[config.mk]
export PLATFORM = sky130hd
export DESIGN_NAME = occgm_ctrl
export DESIGN_NICKNAME = d
export VERILOG_FILES = /design/src/rtl/occgm_pkg.sv /design/src/rtl/occgm_ctrl.sv
export VERILOG_INCLUDE_DIRS = /design/src /design/src/rtl
export SDC_FILE = /design/constraint.sdc
export NUM_CORES = 1
export LEC_CHECK = 0
export BUFFER_PORTS_ARGS = -buffer_cell sky130_fd_sc_hd__clkbuf_2
export CAP_MARGIN = 20
export CORE_MARGIN = 8
export CORE_UTILIZATION = 41
export CTS_CLUSTER_SIZE = 40
export DETAILED_ROUTE_END_ITERATION = 8
export PLACE_DENSITY = 0.75
export SETUP_SLACK_MARGIN = 0.02
export SYNTH_ARGS = -nofsm -noshare
export SYNTH_HDL_FRONTEND = slang
export SYNTH_SLANG_ARGS = --single-unit
[constraint.sdc]
create_clock -name clk_i -period 1.6 [get_ports clk_i]
set_clock_uncertainty 0.2 [all_clocks]
set_input_delay 0.16 -clock clk_i [delete_from_list [all_inputs] [get_ports clk_i]]
set_output_delay 0.16 -clock clk_i [all_outputs]
set_load 0.05 [all_outputs]
[src/rtl/assert_macros.svh]
// Assertion helpers used by occgm_ctrl. Clock and reset are the block's own port names.
`ifndef ASSERT_MACROS_SVH
`define ASSERT_MACROS_SVH
`ifndef SYNTHESIS
`define OGM_ASSERT(name, prop) \
  name: assert property (@(posedge clk_i) disable iff (!rst_ni) prop) \
    else $error("occupancy grid check failed");
`define OGM_NEVER(name, expr) \
  name: assert property (@(posedge clk_i) disable iff (!rst_ni) !(expr)) \
    else $error("occupancy grid forbidden condition");
`else
`define OGM_ASSERT(name, prop)
`define OGM_NEVER(name, expr)
`endif
`endif

[src/rtl/occgm_pkg.sv]
package occgm_pkg;

  localparam int unsigned GRID_COLS_DEF   = 256;
  localparam int unsigned GRID_ROWS_DEF   = 256;
  localparam int unsigned MAX_INFLATE_DEF = 15;

  localparam int HEIGHT_MARGIN = 50;

  // register reset values
  localparam logic signed [15:0] ORIGIN_X_RST  = -16'sd5000;
  localparam logic signed [15:0] ORIGIN_Y_RST  = -16'sd5000;
  localparam logic [9:0]         CELL_SIZE_RST = 10'd50;
  localparam logic [14:0]        ROI_RST       = 15'd5000;
  localparam logic [14:0]        SELF_CLR_RST  = 15'd500;
  localparam logic [14:0]        LEG_RST       = 15'd250;
  localparam logic signed [15:0] CEILING_RST   = 16'sd1500;
  localparam logic [3:0]         INFLATE_RST   = 4'd7;
  localparam logic signed [15:0] POSE_Z_RST    = 16'sd400;

  // register indexes
  localparam logic [2:0] CFG_ORIGIN_X  = 3'd0;
  localparam logic [2:0] CFG_ORIGIN_Y  = 3'd1;
  localparam logic [2:0] CFG_CELL_SIZE = 3'd2;
  localparam logic [2:0] CFG_ROI       = 3'd3;
  localparam logic [2:0] CFG_SELF_CLR  = 3'd4;
  localparam logic [2:0] CFG_LEG       = 3'd5;
  localparam logic [2:0] CFG_CEILING   = 3'd6;
  localparam logic [2:0] CFG_INFLATE   = 3'd7;

  // request types
  localparam logic [2:0] REQ_POSE    = 3'd0;
  localparam logic [2:0] REQ_CLEAR   = 3'd1;
  localparam logic [2:0] REQ_POINT   = 3'd2;
  localparam logic [2:0] REQ_INFLATE = 3'd3;
  localparam logic [2:0] REQ_QUERY   = 3'd4;

  // result status codes
  localparam logic [2:0] ST_OK       = 3'd0;
  localparam logic [2:0] ST_ROI      = 3'd1;
  localparam logic [2:0] ST_SELF     = 3'd2;
  localparam logic [2:0] ST_HEIGHT   = 3'd3;
  localparam logic [2:0] ST_OFF_GRID = 3'd4;

  typedef struct packed {
    logic [2:0]         req_type;
    logic signed [15:0] coord_x;
    logic signed [15:0] coord_y;
    logic signed [15:0] coord_z;
  } in_t;

  typedef struct packed {
    logic [2:0] status;
    logic       cell_free;
  } out_t;

  typedef struct packed {
    logic       latch_in;
    logic       pose_load;
    logic       clr_start;
    logic       clr_step;
    logic       div_start;
    logic       stat_set;
    logic [2:0] stat_val;
    logic       free_set;
    logic       mark_wr;
    logic       inf_start;
    logic       inf_rd;
    logic       inf_wr;
    logic       swap;
    logic       out_load;
  } ctrl_cmd_t;

  typedef struct packed {
    logic [2:0] req;
    logic       div_busy;
    logic [2:0] pt_status;
    logic       in_grid;
    logic       inf_zero;
    logic       dy_last;
    logic       row_last;
  } dp_sts_t;

endpackage

[src/rtl/occgm_ctrl.sv]
`include "assert_macros.svh"
module occgm_ctrl (
  input  logic                 clk_i,
  input  logic                 rst_ni,
  input  logic                 in_valid_i,
  output logic                 in_ready_o,
  output logic                 out_valid_o,
  input  logic                 out_ready_i,
  input  occgm_pkg::dp_sts_t   sts_i,
  output occgm_pkg::ctrl_cmd_t cmd_o
);
  import occgm_pkg::*;

  localparam logic [3:0] S_IDLE    = 4'd0;
  localparam logic [3:0] S_DEC     = 4'd1;
  localparam logic [3:0] S_CLR     = 4'd2;
  localparam logic [3:0] S_DIV     = 4'd3;
  localparam logic [3:0] S_MARK_RD = 4'd4;
  localparam logic [3:0] S_MARK_WR = 4'd5;
  localparam logic [3:0] S_QRY_RD  = 4'd6;
  localparam logic [3:0] S_QRY_ANS = 4'd7;
  localparam logic [3:0] S_INF_RD  = 4'd8;
  localparam logic [3:0] S_INF_ACC = 4'd9;
  localparam logic [3:0] S_INF_WR  = 4'd10;
  localparam logic [3:0] S_RESP    = 4'd11;

  logic [3:0] state_q, state_d;
  logic       init_q, init_d;
  logic       out_valid_q;
  ctrl_cmd_t  cmd;

  always_comb begin
    state_d = state_q;
    init_d  = init_q;
    cmd     = '0;
    case (state_q)
      S_IDLE: begin
        if (in_valid_i) begin
          cmd.latch_in = 1'b1;
          state_d      = S_DEC;
        end
      end
      S_DEC: begin
        case (sts_i.req)
          REQ_POSE: begin
            cmd.pose_load = 1'b1;
            state_d       = S_RESP;
          end
          REQ_CLEAR: begin
            cmd.clr_start = 1'b1;
            state_d       = S_CLR;
          end
          REQ_POINT, REQ_QUERY: begin
            cmd.div_start = 1'b1;
            state_d       = S_DIV;
          end
          REQ_INFLATE: begin
            if (sts_i.inf_zero) begin
              state_d = S_RESP;
            end else begin
              cmd.inf_start = 1'b1;
              state_d       = S_INF_RD;
            end
          end
          default: state_d = S_RESP;
        endcase
      end
      S_CLR: begin
        cmd.clr_step = 1'b1;
        if (sts_i.row_last) begin
          init_d  = 1'b0;
          state_d = init_q ? S_IDLE : S_RESP;
        end
      end
      S_DIV: begin
        if (!sts_i.div_busy) begin
          if (sts_i.req == REQ_POINT) begin
            if (sts_i.pt_status != ST_OK) begin
              cmd.stat_set = 1'b1;
              cmd.stat_val = sts_i.pt_status;
              state_d      = S_RESP;
            end else begin
              state_d = S_MARK_RD;
            end
          end else if (!sts_i.in_grid) begin
            cmd.stat_set = 1'b1;
            cmd.stat_val = ST_OFF_GRID;
            state_d      = S_RESP;
          end else begin
            state_d = S_QRY_RD;
          end
        end
      end
      S_MARK_RD: state_d = S_MARK_WR;
      S_MARK_WR: begin
        cmd.mark_wr = 1'b1;
        state_d     = S_RESP;
      end
      S_QRY_RD: state_d = S_QRY_ANS;
      S_QRY_ANS: begin
        cmd.free_set = 1'b1;
        state_d      = S_RESP;
      end
      S_INF_RD: begin
        cmd.inf_rd = 1'b1;
        if (sts_i.dy_last) state_d = S_INF_ACC;
      end
      S_INF_ACC: state_d = S_INF_WR;
      S_INF_WR: begin
        cmd.inf_wr = 1'b1;
        if (sts_i.row_last) begin
          cmd.swap = 1'b1;
          state_d  = S_RESP;
        end else begin
          state_d = S_INF_RD;
        end
      end
      S_RESP: begin
        if (!out_valid_q || out_ready_i) begin
          cmd.out_load = 1'b1;
          state_d      = S_IDLE;
        end
      end
      default: state_d = S_IDLE;
    endcase
  end

  // reset starts in the clearing pass over the map
  always_ff @(posedge clk_i or negedge rst_ni) begin
    if (!rst_ni) begin
      state_q     <= S_CLR;
      init_q      <= 1'b1;
      out_valid_q <= 1'b0;
    end else begin
      state_q <= state_d;
      init_q  <= init_d;
      if (cmd.out_load)     out_valid_q <= 1'b1;
      else if (out_ready_i) out_valid_q <= 1'b0;
    end
  end

  assign in_ready_o  = (state_q == S_IDLE);
  assign out_valid_o = out_valid_q;
  assign cmd_o       = cmd;

  `OGM_ASSERT(a_acc_leaves_idle, (in_valid_i && in_ready_o) |=> (state_q != S_IDLE))
  `OGM_NEVER(a_load_over_full, cmd.out_load && out_valid_q && !out_ready_i)
  `OGM_NEVER(a_idle_div_busy, (state_q == S_IDLE) && sts_i.div_busy)
endmodule

==> results.cfg, run 1 <==
[placed_design]
dp_slack_ns = -0.288
gp_congestion = 0.865
hpwlAfterDp_mm = 2.30
port-buffer-count = 32

[yosys]
synth_top_family_by_area = simple AND/OR/NAND/NOR gates
synth_flop_cell = dfrtp_1
ys_ff_latch = 6
synth_top_area_share_pct = 14.4
synth_nets = 106
synth_fa_ha_area_share_pct = 0
yosys.area.top_type = dfrtp_1
yosys_warnings = 0
synthTopCellsByArea = dfrtp_1 14%, dfstp_2 7.6%, nor2_1 5.4%
synth_cells = 91
syn_area_per_cell_sq_um = 7.63
synth_edf_count = 0
synth-compound-area-share_pct = 25.2
async_reset_ff_share_pct = 100
yosys.area_share.simple_pct = 41.4
synth_cell_types = 39
synthesis.area_sq_um = 694
ys_seq_area_share_pct = 22.0
yosys.area_share.xor_xnor_pct = 2.52
synthMuxAreaShare_pct = 0

[floorplan]
die_w_microns = 57.2
rows = 15
ios = 33
fp.dieH_microns = 57.2
start_util_pct = 42.0

[clocking]
numCtsBuffers = 3
clock_sinks = 6
cts_buffer_depth = 2
htree_levels = 1
postCtsHoldBufs = 2
cts-resized-gates = 25
cts-root-buf = clkbuf_4
postCtsSetupBuffers = 17

[outcome]
stop_stage = clock tree synthesis (4_1_cts)
error_line = [ERROR DPL-0038] Utilization greater than 100%, impossible to legalize
status = stopped before the end
Yosys cell counts, types with 2 or more instances:
library cell  instances
nor3_1                7
nor4_1                2
a21oi_1               4
nor2_1               10
nand2b_1              3
nand3_1               2
inv_1                 4
a31oi_1               2
nor2b_1               2
nor4_2                2
dfstp_2               2
and2_1                4
dfrtp_1               4
o221ai_1              2
buf_2                 3
nand2_1               7
and3_1                4
o21ai_1               2
buf_4                 3
o21ai_0               3
per-stage QoR:
stage	instance area (sq um)	hold slack (ns)	TNS (ns)	std cells
floorplan	836	-0.336	-3.51	91
detailed placement	1450	-0.209	-1.99	161
global placement	1450	-0.211	-1.40	161
cells by family after synthesis:
family,count (synthesis)
AND/OR/NAND/NOR,50
XOR/XNOR,2
flip-flops,6
AO/OA/AOI/OAI,22
buffers and inverters,11
==> inputs of run 2 (changes only) <==
- CORE_AREA: default -> 8 8 69 71
- CORE_MARGIN: 8 -> default
- CORE_UTILIZATION: 41 -> default
- CTS_CLUSTER_SIZE: 40 -> default
- DIE_AREA: default -> 0 0 77 79
- PLACE_DENSITY: 0.75 -> default
- PLACE_DENSITY_LB_ADDON: default -> 0.15
- SETUP_SLACK_MARGIN: 0.02 -> default
- clock period: 1.6 -> 2.1 ns (I/O delays scaled with it)
==> run 2 against run 1 <==
- the flow now finishes without violations
- synthesized area stayed put
- synthesized cell count stayed put
==> results.cfg, run 2 <==
[outcome]
status = finished, final reports clean

[critical_path]
worstSetupEndpointType = primary output
r2r_cells = 5
crit_chain = buf_4, nand2b_1, nor2_2, and2_1, clkbuf_2
start_kind = register
worstReg2RegEnd = state_q[0]
path_class = register to primary output
path_buf_inv = 2
critPathMaxFanout = 9
cp_slowest_cell = dfrtp_2
critical_path.top_delay_family = flip-flops
crit_required_ns = 1.69
critPathMaxStageDelay_ns = 0.48
r2r_slack_ns = 0.22
worstReg2RegStart = state_q[0]
arrival_ns = 1.60

[placed_design]
place_area_sq_um = 985
port-buffer-count = 32
place_inst = 174
gp_congestion = 0.753
dp_slack_ns = 0.157
hpwlAfterDp_mm = 2.01

[timing]
period_share_pct = 95.9
slew_headroom_pct = 76.5
hold_viol = 0
worst_slew_pin_slew_ns = 0.349
layout_setup_ws_ns = 0.0857
slew_viol_final = 0
finalSetupViolations = 0
rsz0062_at_grt = false
period_needed_ns = 2.01
fmax_mhz = 496

[cells_and_area]
area_growth_pct = 54.6
final_cells = 181
final_cell_mix = 26 x clkbuf_2, 8 x nor2_1, 8 x buf_4
fin_nets = 147
largest_reg_flops = 4
antenna_cells = 0
regMostFlops = state_q
drive_above_1_share_pct = 49.6
layout_commonest_cell = clkbuf_2
postLayoutCellArea_sq_um = 1070

[floorplan]
core-area_sq_um = 3800
rows = 23
fp.dieH_microns = 79
start_util_pct = 18.3
ios = 33
die_area_sq_um = 6080
die_w_microns = 77

[yosys]
yosys_warnings = 0
yosysMostFrequentCell = nor2_1
synth_top_area_share_pct = 14.4
synth_cell_types = 39
synth_cells = 91
synth_flop_cell = dfrtp_1
synthTopCellsByCount = 10 x nor2_1, 7 x nand2_1, 7 x nor3_1
async_reset_ff_share_pct = 100
ys_ff_latch = 6
yosys.area.top_type = dfrtp_1
synthesis.area_sq_um = 694
synthTopCellsByArea = dfrtp_1 14%, dfstp_2 7.6%, nor2_1 5.4%
synth_nets = 106
synth_edf_count = 0
ys_seq_area_share_pct = 22.0
syn_area_per_cell_sq_um = 7.63

[power_and_ir_drop]
leakage_nw = 0.484
seqPwrFrac_pct = 18.8
peakVddDrop_v = 0.000268
p_total_mw = 1.49
power.internal_mw = 0.680
p_sw_mw = 0.806
clkPwrFrac_pct = 12.1
p_per_area_nw_per_um2 = 1380
swShare_pct = 54.2
p_comb_share_pct = 69.1

[global_routing]
grt_util_all_layers_pct = 8.08
grt_pass1_wl_mm = 4.08
grt_pass1_vias = 864
overflow = 0
grt_max_degree = 12
antenna_found_initial = 0

[route]
drt_iter0_drc = 19
wl_mm = 2.41
vias_per_cell = 4.49
vias = 813
first_pass_iters = 4
ant_nets = 0
wl_per_cell_microns = 13.3
drc_errors = 0

[min_path]
holdCritStartpoint = out_ready_i
whs_endpoint = out_valid_o
whs_path_depth = 3
min_path_type = primary input to register

[clocking]
htree_levels = 1
clock_sinks = 6
clk_latency_ns = 0.22
path_clk_slew_ns = 0.04
cts-root-buf = clkbuf_8
cts_buffer_depth = 2
numCtsBuffers = 3
cts_tree = yes

[job]
maxCapViolations = 0
==> run 2: per-stage QoR <==
step / TNS (ns) / hold slack (ns) / utilization [%]
after floorplan: -0.108 / -0.286 / -
after global placement: 0 / -0.155 / 25.9
after detailed placement: 0 / -0.155 / 25.9
after CTS: 0 / 0.123 / 28.0
after global routing: 0 / 0.139 / 28.3
final: 0 / 0.120 / 28.3
==> run 2: layout make-up <==
| cell class | count | area (sq um) |
|---|---|---|
| clock buffer | 4 | 45.0 |
| fill | 430 | 2730 |
| inverter | 4 | 15.0 |
| multi-input combinational | 74 | 544 |
| sequential | 6 | 154 |
| tap | 50 | 62.6 |
| timing repair buffer | 43 | 253 |
==> run 2: worst max-delay path by stage <==
stage	from	end	slack [ns]	cells past startpoint
4_1_cts	state_q[2]	cmd_o[7]	0.03	5
6_report	state_q[0]	cmd_o[1]	0.09	5
5_1_grt	state_q[0]	cmd_o[1]	0.003	5
3_5_place_dp	state_q[0]	cmd_o[4]	0.16	4
3_3_place_gp	state_q[2]	cmd_o[9]	0.14	5
2_1_floorplan	state_q[0]	cmd_o[14]	-0.11	4
==> run 2: timing repair <==
item	CTS	global route
hold buffers	2	0
setup buffers	0	1
resized for setup	6	5
setup endpoints to repair	9	8
hold endpoints to repair	7	0
==> run 2: power by group through the flow <==
stage                     sequential (mW)  clock (mW)  combinational [mW]
after global routing                0.289       0.193                1.13
after CTS                           0.284       0.184                1.02
final                               0.279       0.180                1.03
after global placement              0.275           0                1.00
after detailed placement            0.278           0                1.00
after floorplan                     0.251           0               0.773
==> run 2: tightest hold or removal path, delay by kind of cell <==
family,cells,cell delay (ns)
and+or+nand+nor,2,0.21
buffers and inverters,1,0.07
==> run 2: kinds of logic after synthesis <==
family,Yosys count,synth area share [%]
AND/OR/NAND/NOR,50,41.4
AO/OA/AOI/OAI,22,25.2
buffers and inverters,11,8.83
flip-flops,6,22.0
XOR/XNOR,2,2.52
==> run 2: layer usage <==
metal  global-route usage [%]  vias to the layer above  share of wire [%]
li1                         -                      410                  -
met1                     9.81                      374                 48
met2                     13.2                       27                 46
met3                     3.27                        2                6.5
met4                     1.70                        0               0.33
met5                        0                        -                  0
No activity file was read; power rests on OpenSTA's default activity.
